### config.mk
export PLATFORM = sky130hd
export DESIGN_NAME = two_button_hold_repeat_counter_unit
export DESIGN_NICKNAME = d
export VERILOG_FILES = /design/src/design/tbhrc_pkg.sv /design/src/design/two_button_hold_repeat_counter_unit.sv
export SDC_FILE = /design/constraint.sdc
export NUM_CORES = 1
export LEC_CHECK = 0
export ABC_AREA = 1
export BUFFER_PORTS_ARGS = -buffer_cell sky130_fd_sc_hd__buf_4
export CORE_UTILIZATION = 57
export DETAILED_ROUTE_END_ITERATION = 6
export PLACE_DENSITY = 0.75
export SLEW_MARGIN = 0
export SYNTH_ARGS = -nofsm -noshare
export SYNTH_HDL_FRONTEND = slang
export SYNTH_SLANG_ARGS = --single-unit
### constraint.sdc
create_clock -name clk_i -period 6.1 [get_ports clk_i]
set_clock_uncertainty 0.2 [all_clocks]
set_input_delay 0.61 -clock clk_i [delete_from_list [all_inputs] [get_ports clk_i]]
set_output_delay 0.61 -clock clk_i [all_outputs]
set_load 0.02 [all_outputs]
### src/design/tbhrc_pkg.sv
// Package for the two-button hold-to-repeat counter unit.
// Holds the mode and phase codes, register indexes, counter types and reset values.
// Has no dependencies; the top level and its checker use it by scoped names.
package tbhrc_pkg;

  localparam int unsigned CNT_W  = 16;
  localparam int unsigned THR_W  = 10;
  localparam int unsigned IV_W   = 8;
  localparam int unsigned VAL_W  = 8;
  localparam int unsigned MODE_W = 3;
  localparam int unsigned IDX_W  = 4;
  localparam int unsigned CFG_W  = 10;

  typedef logic [CNT_W-1:0] cnt_t;

  // Hold counter and the two repeat-interval counters of one button.
  typedef struct packed {
    cnt_t hold;
    cnt_t slow;
    cnt_t fast;
  } cnt_set_t;

  typedef enum logic [MODE_W-1:0] {
    MODE_IDLE     = 3'd0,
    MODE_UP_FIRST = 3'd1,
    MODE_UP_SLOW  = 3'd2,
    MODE_UP_FAST  = 3'd3,
    MODE_DN_FIRST = 3'd4,
    MODE_DN_SLOW  = 3'd5,
    MODE_DN_FAST  = 3'd6
  } mode_e;

  typedef enum logic [1:0] {
    PH_FIRST = 2'd0,
    PH_SLOW  = 2'd1,
    PH_FAST  = 2'd2
  } phase_e;

  localparam logic [IDX_W-1:0] REG_HOLD_THR_SLOW = 4'd0;
  localparam logic [IDX_W-1:0] REG_HOLD_THR_FAST = 4'd1;
  localparam logic [IDX_W-1:0] REG_SLOW_IV       = 4'd2;
  localparam logic [IDX_W-1:0] REG_FAST_IV       = 4'd3;

  localparam logic [THR_W-1:0] HOLD_THR_SLOW_RST = 10'd100;
  localparam logic [THR_W-1:0] HOLD_THR_FAST_RST = 10'd300;
  localparam logic [IV_W-1:0]  SLOW_IV_RST       = 8'd50;
  localparam logic [IV_W-1:0]  FAST_IV_RST       = 8'd10;

  // Saturating increment of a 16-bit counter.
  function automatic cnt_t sat_inc(cnt_t v);
    sat_inc = (v == '1) ? v : v + cnt_t'(1);
  endfunction

endpackage

### src/design/two_button_hold_repeat_counter_unit.sv
// Top level of the two-button hold-to-repeat counter unit.
// Depends on tbhrc_pkg for codes, types and reset values.
// Its ports are checked by tbhrc_checker, which is bound to it.

// Each input transaction is one tick: the raw active-low levels of the up and
// down buttons. The unit presents the result (the 8-bit counter value and the
// repeat mode) in the cycle after the transaction is accepted. The counter and
// mode state registers are also the result register, so a new tick is accepted
// in the same cycle in which the waiting result is taken, and the sustained rate
// is one tick per cycle while out_ready_i stays high. The four configuration
// registers (slow and fast hold thresholds, slow and fast repeat intervals) are
// written through the plain write port; the user must write them only while
// the unit is idle, as the block itself does not enforce it. A write to an
// index beyond the fourth register is ignored.
module two_button_hold_repeat_counter_unit (
  input  logic                               clk_i,
  input  logic                               rst_ni,
  input  logic                               cfg_we_i,
  input  logic [tbhrc_pkg::IDX_W-1:0]        cfg_idx_i,
  input  logic [tbhrc_pkg::CFG_W-1:0]        cfg_wdata_i,
  input  logic                               in_valid_i,
  output logic                               in_ready_o,
  input  logic                               up_level_i,
  input  logic                               down_level_i,
  output logic                               out_valid_o,
  input  logic                               out_ready_i,
  output logic [tbhrc_pkg::VAL_W-1:0]        display_value_o,
  output logic [tbhrc_pkg::MODE_W-1:0]       mode_o
);

  // Configuration registers.
  logic [tbhrc_pkg::THR_W-1:0] thr_slow_q, thr_fast_q;
  logic [tbhrc_pkg::IV_W-1:0]  slow_iv_q, fast_iv_q;

  // Tick state. Only the last sample of each button is kept: the earlier
  // sample is always the one that the next tick compares against.
  logic                        up_last_q, dn_last_q;
  tbhrc_pkg::cnt_set_t         up_cnt_q, up_cnt_d, dn_cnt_q, dn_cnt_d;
  logic [tbhrc_pkg::VAL_W-1:0] value_q, value_d;
  tbhrc_pkg::mode_e            mode_q, mode_d;
  logic                        out_valid_q;

  logic                        in_txn;
  logic                        up_press, up_rel, dn_press, dn_rel;
  tbhrc_pkg::cnt_set_t         up_c, dn_c, own;
  tbhrc_pkg::cnt_t             other_hold;
  logic                        active, dir_up, step, done;
  tbhrc_pkg::phase_e           phase;
  tbhrc_pkg::mode_e            mode_slow, mode_fast, mode_other;

  // Advances the hold counter of a pressed button, and then its slow or fast
  // interval counter depending on which threshold the new hold count passes.
  function automatic tbhrc_pkg::cnt_set_t bump_hold(
    tbhrc_pkg::cnt_set_t          c,
    logic [tbhrc_pkg::THR_W-1:0]  thr_s,
    logic [tbhrc_pkg::THR_W-1:0]  thr_f
  );
    tbhrc_pkg::cnt_set_t r;
    r      = c;
    r.hold = tbhrc_pkg::sat_inc(c.hold);
    if (r.hold > tbhrc_pkg::cnt_t'(thr_f)) begin
      r.fast = tbhrc_pkg::sat_inc(c.fast);
    end else if (r.hold > tbhrc_pkg::cnt_t'(thr_s)) begin
      r.slow = tbhrc_pkg::sat_inc(c.slow);
    end
    return r;
  endfunction

  // The result register empties when its transaction is taken, which is
  // when the next tick may enter.
  assign in_ready_o      = !out_valid_q || out_ready_i;
  assign in_txn          = in_valid_i && in_ready_o;
  assign out_valid_o     = out_valid_q;
  assign display_value_o = value_q;
  assign mode_o          = mode_q;

  // A button is stable when this sample matches the last one.
  assign up_press = (up_level_i == up_last_q) && !up_level_i;
  assign up_rel   = (up_level_i == up_last_q) &&  up_level_i;
  assign dn_press = (down_level_i == dn_last_q) && !down_level_i;
  assign dn_rel   = (down_level_i == dn_last_q) &&  down_level_i;

  always_comb begin
    // Counter update; the up button wins when both are held.
    up_c = up_cnt_q;
    dn_c = dn_cnt_q;
    if (up_press) begin
      dn_c = '0;
      up_c = bump_hold(up_cnt_q, thr_slow_q, thr_fast_q);
    end else if (dn_press) begin
      up_c = '0;
      dn_c = bump_hold(dn_cnt_q, thr_slow_q, thr_fast_q);
    end else if (up_rel || dn_rel) begin
      up_c = '0;
      dn_c = '0;
    end

    // Decode the current mode into a direction and a phase.
    active = 1'b1;
    dir_up = 1'b1;
    phase  = tbhrc_pkg::PH_FIRST;
    unique case (mode_q)
      tbhrc_pkg::MODE_UP_FIRST: phase = tbhrc_pkg::PH_FIRST;
      tbhrc_pkg::MODE_UP_SLOW:  phase = tbhrc_pkg::PH_SLOW;
      tbhrc_pkg::MODE_UP_FAST:  phase = tbhrc_pkg::PH_FAST;
      tbhrc_pkg::MODE_DN_FIRST: begin
        dir_up = 1'b0;
        phase  = tbhrc_pkg::PH_FIRST;
      end
      tbhrc_pkg::MODE_DN_SLOW: begin
        dir_up = 1'b0;
        phase  = tbhrc_pkg::PH_SLOW;
      end
      tbhrc_pkg::MODE_DN_FAST: begin
        dir_up = 1'b0;
        phase  = tbhrc_pkg::PH_FAST;
      end
      default: active = 1'b0;
    endcase

    own        = dir_up ? up_c : dn_c;
    other_hold = dir_up ? dn_c.hold : up_c.hold;
    mode_slow  = dir_up ? tbhrc_pkg::MODE_UP_SLOW  : tbhrc_pkg::MODE_DN_SLOW;
    mode_fast  = dir_up ? tbhrc_pkg::MODE_UP_FAST  : tbhrc_pkg::MODE_DN_FAST;
    mode_other = dir_up ? tbhrc_pkg::MODE_DN_FIRST : tbhrc_pkg::MODE_UP_FIRST;

    up_cnt_d = up_c;
    dn_cnt_d = dn_c;
    mode_d   = mode_q;
    step     = 1'b0;
    done     = 1'b0;

    if (active) begin
      case (phase)
        tbhrc_pkg::PH_FIRST: begin
          if (own.hold > tbhrc_pkg::cnt_t'(thr_slow_q)) begin
            mode_d = mode_slow;
            done   = 1'b1;
          end
        end
        tbhrc_pkg::PH_SLOW: begin
          if (own.slow > tbhrc_pkg::cnt_t'(slow_iv_q)) begin
            step     = 1'b1;
            own.slow = '0;
          end
          if (own.hold > tbhrc_pkg::cnt_t'(thr_fast_q)) begin
            mode_d = mode_fast;
            done   = 1'b1;
          end
        end
        default: begin
          if (own.fast > tbhrc_pkg::cnt_t'(fast_iv_q)) begin
            step     = 1'b1;
            own.fast = '0;
          end
        end
      endcase
      // Once the held button is released, the mode falls back to idle, or
      // hands over to the other button's first mode without a step.
      if (!done && (own.hold == '0)) begin
        mode_d = (other_hold != '0) ? mode_other : tbhrc_pkg::MODE_IDLE;
      end
      if (dir_up) begin
        up_cnt_d = own;
      end else begin
        dn_cnt_d = own;
      end
    end else if (up_c.hold != '0) begin
      step   = 1'b1;
      dir_up = 1'b1;
      mode_d = tbhrc_pkg::MODE_UP_FIRST;
    end else if (dn_c.hold != '0) begin
      step   = 1'b1;
      dir_up = 1'b0;
      mode_d = tbhrc_pkg::MODE_DN_FIRST;
    end else begin
      mode_d = tbhrc_pkg::MODE_IDLE;
    end

    // The value wraps modulo 256 in both directions.
    if (step) begin
      value_d = dir_up ? value_q + tbhrc_pkg::VAL_W'(1) : value_q - tbhrc_pkg::VAL_W'(1);
    end else begin
      value_d = value_q;
    end
  end

  always_ff @(posedge clk_i or negedge rst_ni) begin
    if (!rst_ni) begin
      thr_slow_q <= tbhrc_pkg::HOLD_THR_SLOW_RST;
      thr_fast_q <= tbhrc_pkg::HOLD_THR_FAST_RST;
      slow_iv_q  <= tbhrc_pkg::SLOW_IV_RST;
      fast_iv_q  <= tbhrc_pkg::FAST_IV_RST;
    end else if (cfg_we_i) begin
      unique case (cfg_idx_i)
        tbhrc_pkg::REG_HOLD_THR_SLOW: thr_slow_q <= cfg_wdata_i;
        tbhrc_pkg::REG_HOLD_THR_FAST: thr_fast_q <= cfg_wdata_i;
        tbhrc_pkg::REG_SLOW_IV:       slow_iv_q  <= cfg_wdata_i[tbhrc_pkg::IV_W-1:0];
        tbhrc_pkg::REG_FAST_IV:       fast_iv_q  <= cfg_wdata_i[tbhrc_pkg::IV_W-1:0];
        default: ;
      endcase
    end
  end

  always_ff @(posedge clk_i or negedge rst_ni) begin
    if (!rst_ni) begin
      up_last_q   <= 1'b1;
      dn_last_q   <= 1'b1;
      up_cnt_q    <= '0;
      dn_cnt_q    <= '0;
      value_q     <= '0;
      mode_q      <= tbhrc_pkg::MODE_IDLE;
      out_valid_q <= 1'b0;
    end else begin
      if (in_txn) begin
        up_last_q   <= up_level_i;
        dn_last_q   <= down_level_i;
        up_cnt_q    <= up_cnt_d;
        dn_cnt_q    <= dn_cnt_d;
        value_q     <= value_d;
        mode_q      <= mode_d;
        out_valid_q <= 1'b1;
      end else if (out_ready_i) begin
        out_valid_q <= 1'b0;
      end
    end
  end

endmodule

* Word-level counts from Yosys, hierarchy flattened
Index checks and enable logic that the tools add are counted.
Cells by class: $lt $le $gt $ge 8, muxes and demuxes 58, equal/unequal tests 21, reduce and logical (&&, ||, !) cells 30, add/subtract/negate cells 8
Operator list (number):
- 2-to-1 mux 48 bit | 11
- 2-to-1 mux 16 bit | 17
- adder 16 x 1 -> 16 bit, second input constant | 6
- == test 16 bit, second input constant | 6
- > comparator 16 x 10 -> 1 bit | 6
- nonzero test 16 bit | 3
- > comparator 16 x 8 -> 1 bit | 2
- 2-to-1 mux 3 bit | 10
- logical NOT 16 bit | 1
- 2-to-1 mux 1 bit | 15
- AND reduction 2 bit | 5
- == test 3 bit, second input constant | 3
- adder 8 x 1 -> 8 bit, second input constant | 1
- == test 4 x 2 -> 1 bit, second input constant | 2
- 2-to-1 mux 8 bit | 1
- inequality test 4 bit, second input constant | 2
- subtractor 8 x 1 -> 8 bit, second input constant | 1
- == test 3 x 2 -> 1 bit, second input constant | 2
- logical AND 1 bit | 6
- case mux 3 bit (2 select lines) | 1
- OR reduction 2 bit | 3
- OR reduction 6 bit | 1
- == test 4 x 1 -> 1 bit, second input constant | 1
- logical NOT 1 bit | 4
- other kinds (12) | 15
Word-level totals: input bits 21, logic and storage cells 140, output and inout bits 13, flip-flop bits (word level) 146

* Depth between registers and ports, before layout
Gate-level depths: netlist (run 1).
word-level depth 16, depth in mapped cells 43, mapped depth without buffers 43

* Least setup slack after synthesis (run 1)
No wires, ideal clock.
kind register -> register, start register up_cnt_q[32] in the netlist's numbering, end register up_cnt_q[28] in the netlist's numbering, buffers on the path 1, clock period less this slack 5.132 ns, library setup time 0.077 ns, path slack 0.968 ns, data required time 5.823 ns, cell stages (with the launch flop) 34, arrival time 4.856 ns, cell sequence dfrtp_1 ha_1 nand3_1 nor2_2 nand4_1 nand2_1 nor2_1 nand2_1 xor2_1 ha_1 a21oi_1 nor2_1 nor2_1 nand2_1 nand2_1 nand2_1 nand2_1 nand2_1 nor2_1 nand2_1 nor2_4 nand2_1 nor2_1 nand3_1 a21oi_1 mux2i_1 ha_1 nand3_1 o41ai_1 nand3_4 nand3_2 buf_6 nand3_1 o21ai_1
On the way: word-level cells in the longest chain between the ends 12, elaborated cells between the ends (all ways) 14, those cells by class 1 x add/sub; 3 x order compare; 1 x eq/ne; 9 x mux
RTL lines:
- start: declaration | RTL line two_button_hold_repeat_counter_unit.sv:38 | tbhrc_pkg::cnt_set_t up_cnt_q, up_cnt_d, dn_cnt_q, dn_cnt_d;
- start signal: assignment | RTL line two_button_hold_repeat_counter_unit.sv:218 | up_cnt_q <= up_cnt_d;
- adder 16 x 1 -> 16 bit / == test 16 bit (equally long branches) | RTL line tbhrc_pkg.sv:51 | sat_inc = (v == '1) ? v : v + cnt_t'(1);
- 2-to-1 mux 16 bit * | RTL line tbhrc_pkg.sv:51
- > comparator 16 x 10 -> 1 bit | RTL line two_button_hold_repeat_counter_unit.sv:63 | end else if (r.hold > tbhrc_pkg::cnt_t'(thr_s)) begin
- 2-to-1 mux 16 bit | RTL line two_button_hold_repeat_counter_unit.sv:63
- 2-to-1 mux 16 bit * | RTL line two_button_hold_repeat_counter_unit.sv:61 | if (r.hold > tbhrc_pkg::cnt_t'(thr_f)) begin
- 2-to-1 mux 48 bit * | RTL line two_button_hold_repeat_counter_unit.sv:87 | if (up_press) begin
- 2-to-1 mux 48 bit | RTL line two_button_hold_repeat_counter_unit.sv:121 | own = dir_up ? up_c : dn_c;
- > comparator 16 x 8 -> 1 bit | RTL line two_button_hold_repeat_counter_unit.sv:142 | if (own.slow > tbhrc_pkg::cnt_t'(slow_iv_q)) begin
- 2-to-1 mux 16 bit | RTL line two_button_hold_repeat_counter_unit.sv:142
- 2-to-1 mux 16 bit | RTL line two_button_hold_repeat_counter_unit.sv:134 | case (phase)
- 2-to-1 mux 48 bit | RTL line two_button_hold_repeat_counter_unit.sv:163 | if (dir_up) begin
- 2-to-1 mux 48 bit * | RTL line two_button_hold_repeat_counter_unit.sv:133 | if (active) begin
Every way passes the cells marked *; elsewhere a longest branch is shown, timed or not. A chain may end at the register's enable or synchronous reset.

* Final worst setup path (run 1)
start register dn_cnt_q[33] in the netlist's numbering, end register dn_cnt_q[29] in the netlist's numbering
On the way: word-level cells in the longest chain between the ends 13, elaborated cells between the ends (all ways) 15, those cells by class 1 x add/sub; 3 x order compare; 1 x eq/ne; 10 x mux
RTL lines:
- start: declaration | RTL line two_button_hold_repeat_counter_unit.sv:38
- start signal: assignment | RTL line two_button_hold_repeat_counter_unit.sv:219 | dn_cnt_q <= dn_cnt_d;
- adder 16 x 1 -> 16 bit / == test 16 bit (equally long branches) | RTL line tbhrc_pkg.sv:51
- 2-to-1 mux 16 bit * | RTL line tbhrc_pkg.sv:51
- > comparator 16 x 10 -> 1 bit | RTL line two_button_hold_repeat_counter_unit.sv:63
- 2-to-1 mux 16 bit | RTL line two_button_hold_repeat_counter_unit.sv:63
- 2-to-1 mux 16 bit * | RTL line two_button_hold_repeat_counter_unit.sv:61
- 2-to-1 mux 48 bit * | RTL line two_button_hold_repeat_counter_unit.sv:90 | end else if (dn_press) begin
- 2-to-1 mux 48 bit * | RTL line two_button_hold_repeat_counter_unit.sv:87
- 2-to-1 mux 48 bit | RTL line two_button_hold_repeat_counter_unit.sv:121
- > comparator 16 x 8 -> 1 bit | RTL line two_button_hold_repeat_counter_unit.sv:142
- 2-to-1 mux 16 bit | RTL line two_button_hold_repeat_counter_unit.sv:142
- 2-to-1 mux 16 bit | RTL line two_button_hold_repeat_counter_unit.sv:134
- 2-to-1 mux 48 bit | RTL line two_button_hold_repeat_counter_unit.sv:163
- 2-to-1 mux 48 bit * | RTL line two_button_hold_repeat_counter_unit.sv:133
Marked as above.

==> metrics.yaml, run 1 <==
cts:
  cts_tree: "yes"
  htreeDepth: 4
  root_buffer: "clkbuf_16"
  clkSlewWorstSetupHoldPaths_ns: 0.07
  cts_buffers: 17
  clockBufferDepth: 2
  clock-sinks: 146
  clk_latency_ns: 0.44
hold_path:
  hp-class: "input pin to flip-flop"
  whs_path_depth: 3
  hold_start: "down_level_i"
  whs_endpoint: "dn_last_q"
timing:
  slew_viol_final: 0
  period_share: 0.9511
  setup_tns_ns: 0
  worstMarginPinSlew_ns: 0.8893
  layout_min_cycle_time_ns: 5.802
  setup_violations: 0
  max_slew_margin: 0.4071
  fmax_mhz: 172.4
  finalHoldViolations: 0
global_routing:
  grt_pass1_vias: 11960
  antenna_found_initial: 0
  grt_use_total: 0.3424
  grt_max_degree: 68
  grt_pass1_wl_um: 60110
  grt_overflow_total: 0
synthesis:
  synth_seq_cells: 146
  seq_area_frac_synth: 0.2940
  yosys_most_used_dff: "dfrtp_1"
  postSynthAreaPerCell_um2: 6.545
  yosysWarnings: 0
  synth_area_mm2: 0.01249
  yosysUniqueCellTypes: 60
  syn_nets: 2019
  synthArstFlopShare: 1.000
  syn_inst: 1908
  synth-edff-count: 0
power:
  p_leak_nw: 6.686
  power_density_mw_per_mm2: 366.5
  ir_worst_vdd_mv: 0.4853
setup_path:
  cp_top_family: "simple AND/OR/NAND/NOR gates"
  r2r_cells: 38
  start_kind: "flip-flop"
  r2r-end: "dn_cnt_q[29]"
  crit_path_top_delay_cell: "dfrtp_1"
  path_buf_inv: 3
  criticalPathCategory: "flip-flop to flip-flop"
  crit_top_cell: "nand2_1"
  end_kind: "flip-flop"
  timing.rr.start: "dn_cnt_q[33]"
  reg2reg_slack_ns: 0.30
  cp_max_fo: 8
  arrival_ns: 5.90
  cpPeakStageDelay_ns: 0.41
  cp.required_ns: 6.20
flow_run:
  maxCapViolations: 0
routing:
  drc: 0
  wl_per_cell_um: 16.92
  ant_nets: 0
  dr_total_vias: 13040
  dr.pass1.iters: 6
  drt-initial-drc-count: 1180
  drt-vias-per-instance: 5.862
  routed_wl_um: 37650
finish:
  fin_nets: 2048
  area_growth_pct: 10.77
  layout_commonest_cell: "nand2_1"
  fillers: 1911
  drive_above_1_share: 0.09179
  final_cell_mix: "nand2_1 (529), inv_1 (248), o21ai_0 (184), nor2_1 (170), nand3_1 (141)"
  multi_input_area_mm2: 0.007757
  layoutNonFillerInstCount: 2225
  n_antenna_cell: 0
  register_area_mm2: 0.003674
placement:
  dp.cells: 2186
  post-dp-hpwl_um: 27360
  place_congestion: 0.9512
  port_buffers: 33
floorplan:
  die_area_mm2: 0.02250
  start_util: 0.5884
  rows: 53
  die_w_um: 150.0
  ioPinCount: 34
  die_h_um: 150.0
  core_mm2: 0.02122
status:
  status: "completed"
[worst max path at each step]
stage                         to          from  slack (ns)  depth (start not counted)
floorplan           up_cnt_q[28]  up_cnt_q[32]        0.97                         33
global route        dn_cnt_q[29]  up_cnt_q[32]       -0.04                         36
global placement    up_cnt_q[22]  dn_cnt_q[32]        0.05                         36
finish              dn_cnt_q[29]  dn_cnt_q[33]        0.30                         38
detailed placement  up_cnt_q[26]  dn_cnt_q[32]       0.009                         36
CTS                 up_cnt_q[26]  dn_cnt_q[32]        0.08                         39
[registers in the layout, summed over array words and instances, names as in the netlist]
register / flops
display_value_o: 8
dn_cnt_q: 48
dn_last_q: 1
fast_iv_q: 8
mode_o: 3
out_valid_o: 1
slow_iv_q: 8
thr_fast_q: 10
thr_slow_q: 10
up_cnt_q: 48
up_last_q: 1
[area by class of cell]
type	count	area share
Timing Repair Buffer	65	0.03573
Inverter	257	0.06974
Tap cell	275	0.02488
Multi-Input combinational cell	1450	0.5608
Sequential cell	146	0.2656
Clock inverter	14	0.01221
Clock buffer	18	0.03103
[per-stage QoR]
step                hold slack (ns)  instance area [µm²]  total power [mW]  setup WS, ns  utilization
global route                 0.2062                13830             5.431      -0.04039       0.6518
global placement             0.2682                13060             3.743       0.04615       0.6156
detailed placement           0.2769                13060             3.800      0.009273       0.6156
finish                       0.1907                13830             5.070        0.2985       0.6518
floorplan                    0.1144                12490             3.094        0.9677            -
CTS                          0.1859                13680             4.943       0.07780       0.6446
[per-layer routing]
metal	part of all wire	track usage	vias to the layer above
met3	0.087	0.06524	62
li1	-	-	6356
met5	0	0	-
met1	0.44	0.4696	6071
met4	0.021	0.1030	0
met2	0.45	0.5447	555
[where the power goes]
group          leakage [nW]  switching, mW  internal (mW)  total, mW
sequential             1.91          0.183           1.15       1.33
clock                 0.284          0.509          0.619       1.13
combinational          4.49           1.75          0.865       2.61
total                  6.69           2.44           2.63       5.07
[Yosys cell counts, types with 4 or more instances]
library cell / count / area share
o22ai_1: 11 / 0.0055
nor4_1: 7 / 0.0035
xor2_1: 24 / 0.017
ha_1: 89 / 0.089
or2_2: 5 / 0.0025
mux2i_1: 5 / 0.0040
nand2_1: 531 / 0.16
o21ai_1: 22 / 0.0088
a21oi_1: 77 / 0.031
o211ai_1: 10 / 0.0060
nand3_1: 143 / 0.057
nor2_2: 7 / 0.0035
nand2_2: 9 / 0.0045
a22oi_1: 8 / 0.0048
clkbuf_1: 36 / 0.011
o41ai_1: 4 / 0.0028
nor2_1: 176 / 0.053
dfrtp_1: 132 / 0.26
o21ai_0: 186 / 0.075
clkinv_1: 5 / 0.0015
buf_1: 10 / 0.0030
nand4_1: 56 / 0.028
nor2_4: 6 / 0.0054
buf_2: 5 / 0.0020
nor3_1: 23 / 0.0092
dfstp_2: 14 / 0.029
nand3b_1: 4 / 0.0024
inv_1: 249 / 0.075
[tightest hold or removal path, cell delays in order]
cell     delay [ns]
buf_4          0.12
nand2_1        0.05
nand2_1        0.04
[kinds of logic after synthesis]
logic type,after synthesis,synth area share
AND/OR/NAND/NOR,984,0.3456
AO/OA/AOI/OAI,344,0.1507
buffers and inverters,313,0.09669
flip-flops,146,0.2940
adder cells (fa/ha/maj),90,0.09078
XOR/XNOR,26,0.01824
multiplexers,5,0.004008
[timing repair]
action                     4_1_cts  5_1_grt
hold buffers                     1        0
cloned                           0        1
hold endpoints to repair        29        0
setup endpoints to repair       40       72
gates resized for setup          2       25
pin swaps                        0        2
buffers inserted                 0        5
Note: power is estimated with default switching activity, not from simulation.
==> run 2: changes to the inputs <==
- CORE_ASPECT_RATIO: default -> 1.2
==> metrics.yaml, run 2 (same netlist as run 1, synthesis figures left out) <==
status:
  status: "completed"
floorplan:
  die_h_um: 164.1  # +9.4%
  die_w_um: 137.1  # -8.6%
  ioPinCount: 34  # unchanged
  rows: 58  # +9.4%
  core_mm2: 0.02119  # -0.14%
  start_util: 0.5893  # +0.0008339
  die_area_mm2: 0.02251  # about the same
placement:
  dp.cells: 2185  # -0.046%
  post-dp-hpwl_um: 27250  # -0.41%
  place_area_mm2: 0.01309  # +0.18%
  port_buffers: 33  # unchanged
  place_congestion: 0.9581  # +0.73%
power:
  ir_worst_vdd_mv: 0.3475  # -28%
  p_leak_nw: 6.726  # +0.59%
  design_power_total_mw: 5.148  # +1.5%
  power_density_mw_per_mm2: 371.4  # +1.3%
global_routing:
  antenna_found_initial: 0  # unchanged
  grt_max_degree: 98  # +44%
  grt_overflow_total: 0  # unchanged
  grt_pass1_vias: 12100  # +1.1%
  grt_use_total: 0.3472  # +0.004770
  grt_pass1_wl_um: 60730  # +1.0%
finish:
  fillers: 1975  # +3.3%
  fin_util: 0.6541  # +0.002223
  area_growth_pct: 10.99
  fin_nets: 2054  # +0.29%
  n_antenna_cell: 0  # unchanged
  layoutNonFillerInstCount: 2226  # +0.045%
  drive_above_1_share: 0.09356  # +0.001763
  largestRegisters: "dn_cnt_q: 48 flops, up_cnt_q: 48 flops"
  layout_commonest_cell: "nand2_1"
  multi_input_area_mm2: 0.007744  # -0.18%
  final_cell_mix: "nand2_1 (526), inv_1 (248), o21ai_0 (185), nor2_1 (172), nand3_1 (142)"
  fin_area_mm2: 0.01386  # +0.20%
  register_area_mm2: 0.003674  # unchanged
setup_path:
  cp_max_fo: 8  # unchanged
  timing.rr.start: "up_cnt_q[32]"
  end_kind: "flip-flop"
  crit_path_top_delay_cell: "dfrtp_2"
  r2r-end: "dn_cnt_q[9]"
  cpPeakStageDelay_ns: 0.42  # about the same
  reg2reg_slack_ns: 0.27  # -0.03 ns
  path_buf_inv: 5  # +2
  arrival_ns: 5.96  # +0.06 ns
  r2r_cells: 34  # -11%
  start_kind: "flip-flop"
  cp_top_family: "simple AND/OR/NAND/NOR gates"
  criticalPathCategory: "flip-flop to flip-flop"
  cp.required_ns: 6.23  # +0.03 ns
  crit_top_cell: "nand2_1"
timing:
  fmax_mhz: 171.6  # -0.46%
  slew_viol_final: 0  # unchanged
  period_share: 0.9555  # +0.004441
  worstMarginPinSlew_ns: 0.9397  # +0.05042 ns
  finalHoldViolations: 0  # unchanged
  setup_violations: 0  # unchanged
  layout_min_cycle_time_ns: 5.829  # +0.02709 ns
  max_slew_margin: 0.3712  # -0.03593
cts:
  clkSlewWorstSetupHoldPaths_ns: 0.07  # about the same
  clock-sinks: 146  # unchanged
  root_buffer: "clkbuf_16"
  cts_buffers: 17  # unchanged
  htreeDepth: 4  # unchanged
  clockBufferDepth: 2  # unchanged
  clk_latency_ns: 0.44  # about the same
  cts_tree: "yes"
flow_run:
  maxCapViolations: 0  # unchanged
routing:
  dr_total_vias: 13060  # +0.084%
  drt-initial-drc-count: 1291  # +9.4%
  drc: 0  # unchanged
  routed_wl_um: 37850  # +0.53%
  drt-vias-per-instance: 5.865  # about the same
  ant_nets: 0  # unchanged
  dr.pass1.iters: 6  # unchanged
  wl_per_cell_um: 17.00  # +0.48%
hold_path:
  hp-class: "input pin to asynchronous set/reset pin"
[run 2: changes by cell type in the layout (fill, tap and decap cells not counted), moves of 3 or more]
cell / previous run / this run
buf_4: 63 / 69
clkinvlp_4: 3 / 0
a21oi_1: 73 / 76
nand2_1: 529 / 526
inv_8: 3 / 7
nand2_2: 10 / 13
[run 2: how the worst max path moves through the flow]
stage / startpoint / to / slack [ns] / cells past startpoint
2_1_floorplan: up_cnt_q[32] / up_cnt_q[28] / 0.97 / 33
3_5_place_dp: up_cnt_q[32] / up_cnt_q[22] / 0.11 / 32
3_3_place_gp: up_cnt_q[32] / dn_cnt_q[9] / 0.38 / 35
4_1_cts: up_cnt_q[32] / up_cnt_q[22] / 0.06 / 32
6_report: up_cnt_q[32] / dn_cnt_q[9] / 0.27 / 34
5_1_grt: up_cnt_q[32] / up_cnt_q[3] / -0.03 / 35
[run 2: layer usage]
layer	track usage	part of all wire	vias to the layer above	routed length [µm]
li1	-	-	6358	-
met3	0.04815	0.072	94	2708
met2	0.5673	0.47	551	17810
met1	0.4604	0.43	6052	16180
met5	0	0	-	0
met4	0.1379	0.030	0	1151
[run 2: worst reg2reg max path, delay by kind of cell, from the launching register on]
kind                     cells  cell delay, ns
flip-flops                   1            0.42
AND/OR/NAND/NOR             19            2.31
AO/OA/AOI/OAI                6            0.94
XOR/XNOR                     1            0.20
buffers and inverters        5            0.74
adder cells (fa/ha/maj)      3            0.90
[run 2: area by class of cell]
| class | instances | share of cell area |
|---|---|---|
| clock inverters | 15 | 0.01336 |
| repair buffers | 70 | 0.03819 |
| clock buffers | 17 | 0.03069 |
| inverters | 257 | 0.06960 |
| well taps | 270 | 0.02437 |
| flip-flops and latches | 146 | 0.2651 |
| multi-input cells | 1451 | 0.5587 |
[run 2: report_power, final]
part	switching [mW]	total, mW	internal, mW	leakage (nW)
combinational	1.79	2.70	0.917	4.51
sequential	0.184	1.33	1.15	1.91
clock	0.519	1.11	0.594	0.302
[run 2: repair_timing]
| action | in CTS | in global routing |
|---|---|---|
| hold buffers | 0 | 0 |
| buffers inserted | 0 | 7 |
| endpoints found under the setup margin | 0 | 72 |
| resized for setup | 0 | 21 |
[run 2: through the flow]
stage                     worst slack (ns)  hold slack, ns  TNS (ns)
after floorplan                     0.9677          0.1144         0
after global placement              0.3835          0.2669         0
after detailed placement            0.1102          0.2733         0
after CTS                          0.05570          0.1210         0
after global routing              -0.03205          0.1740   -0.2418
final                               0.2714         0.08328         0
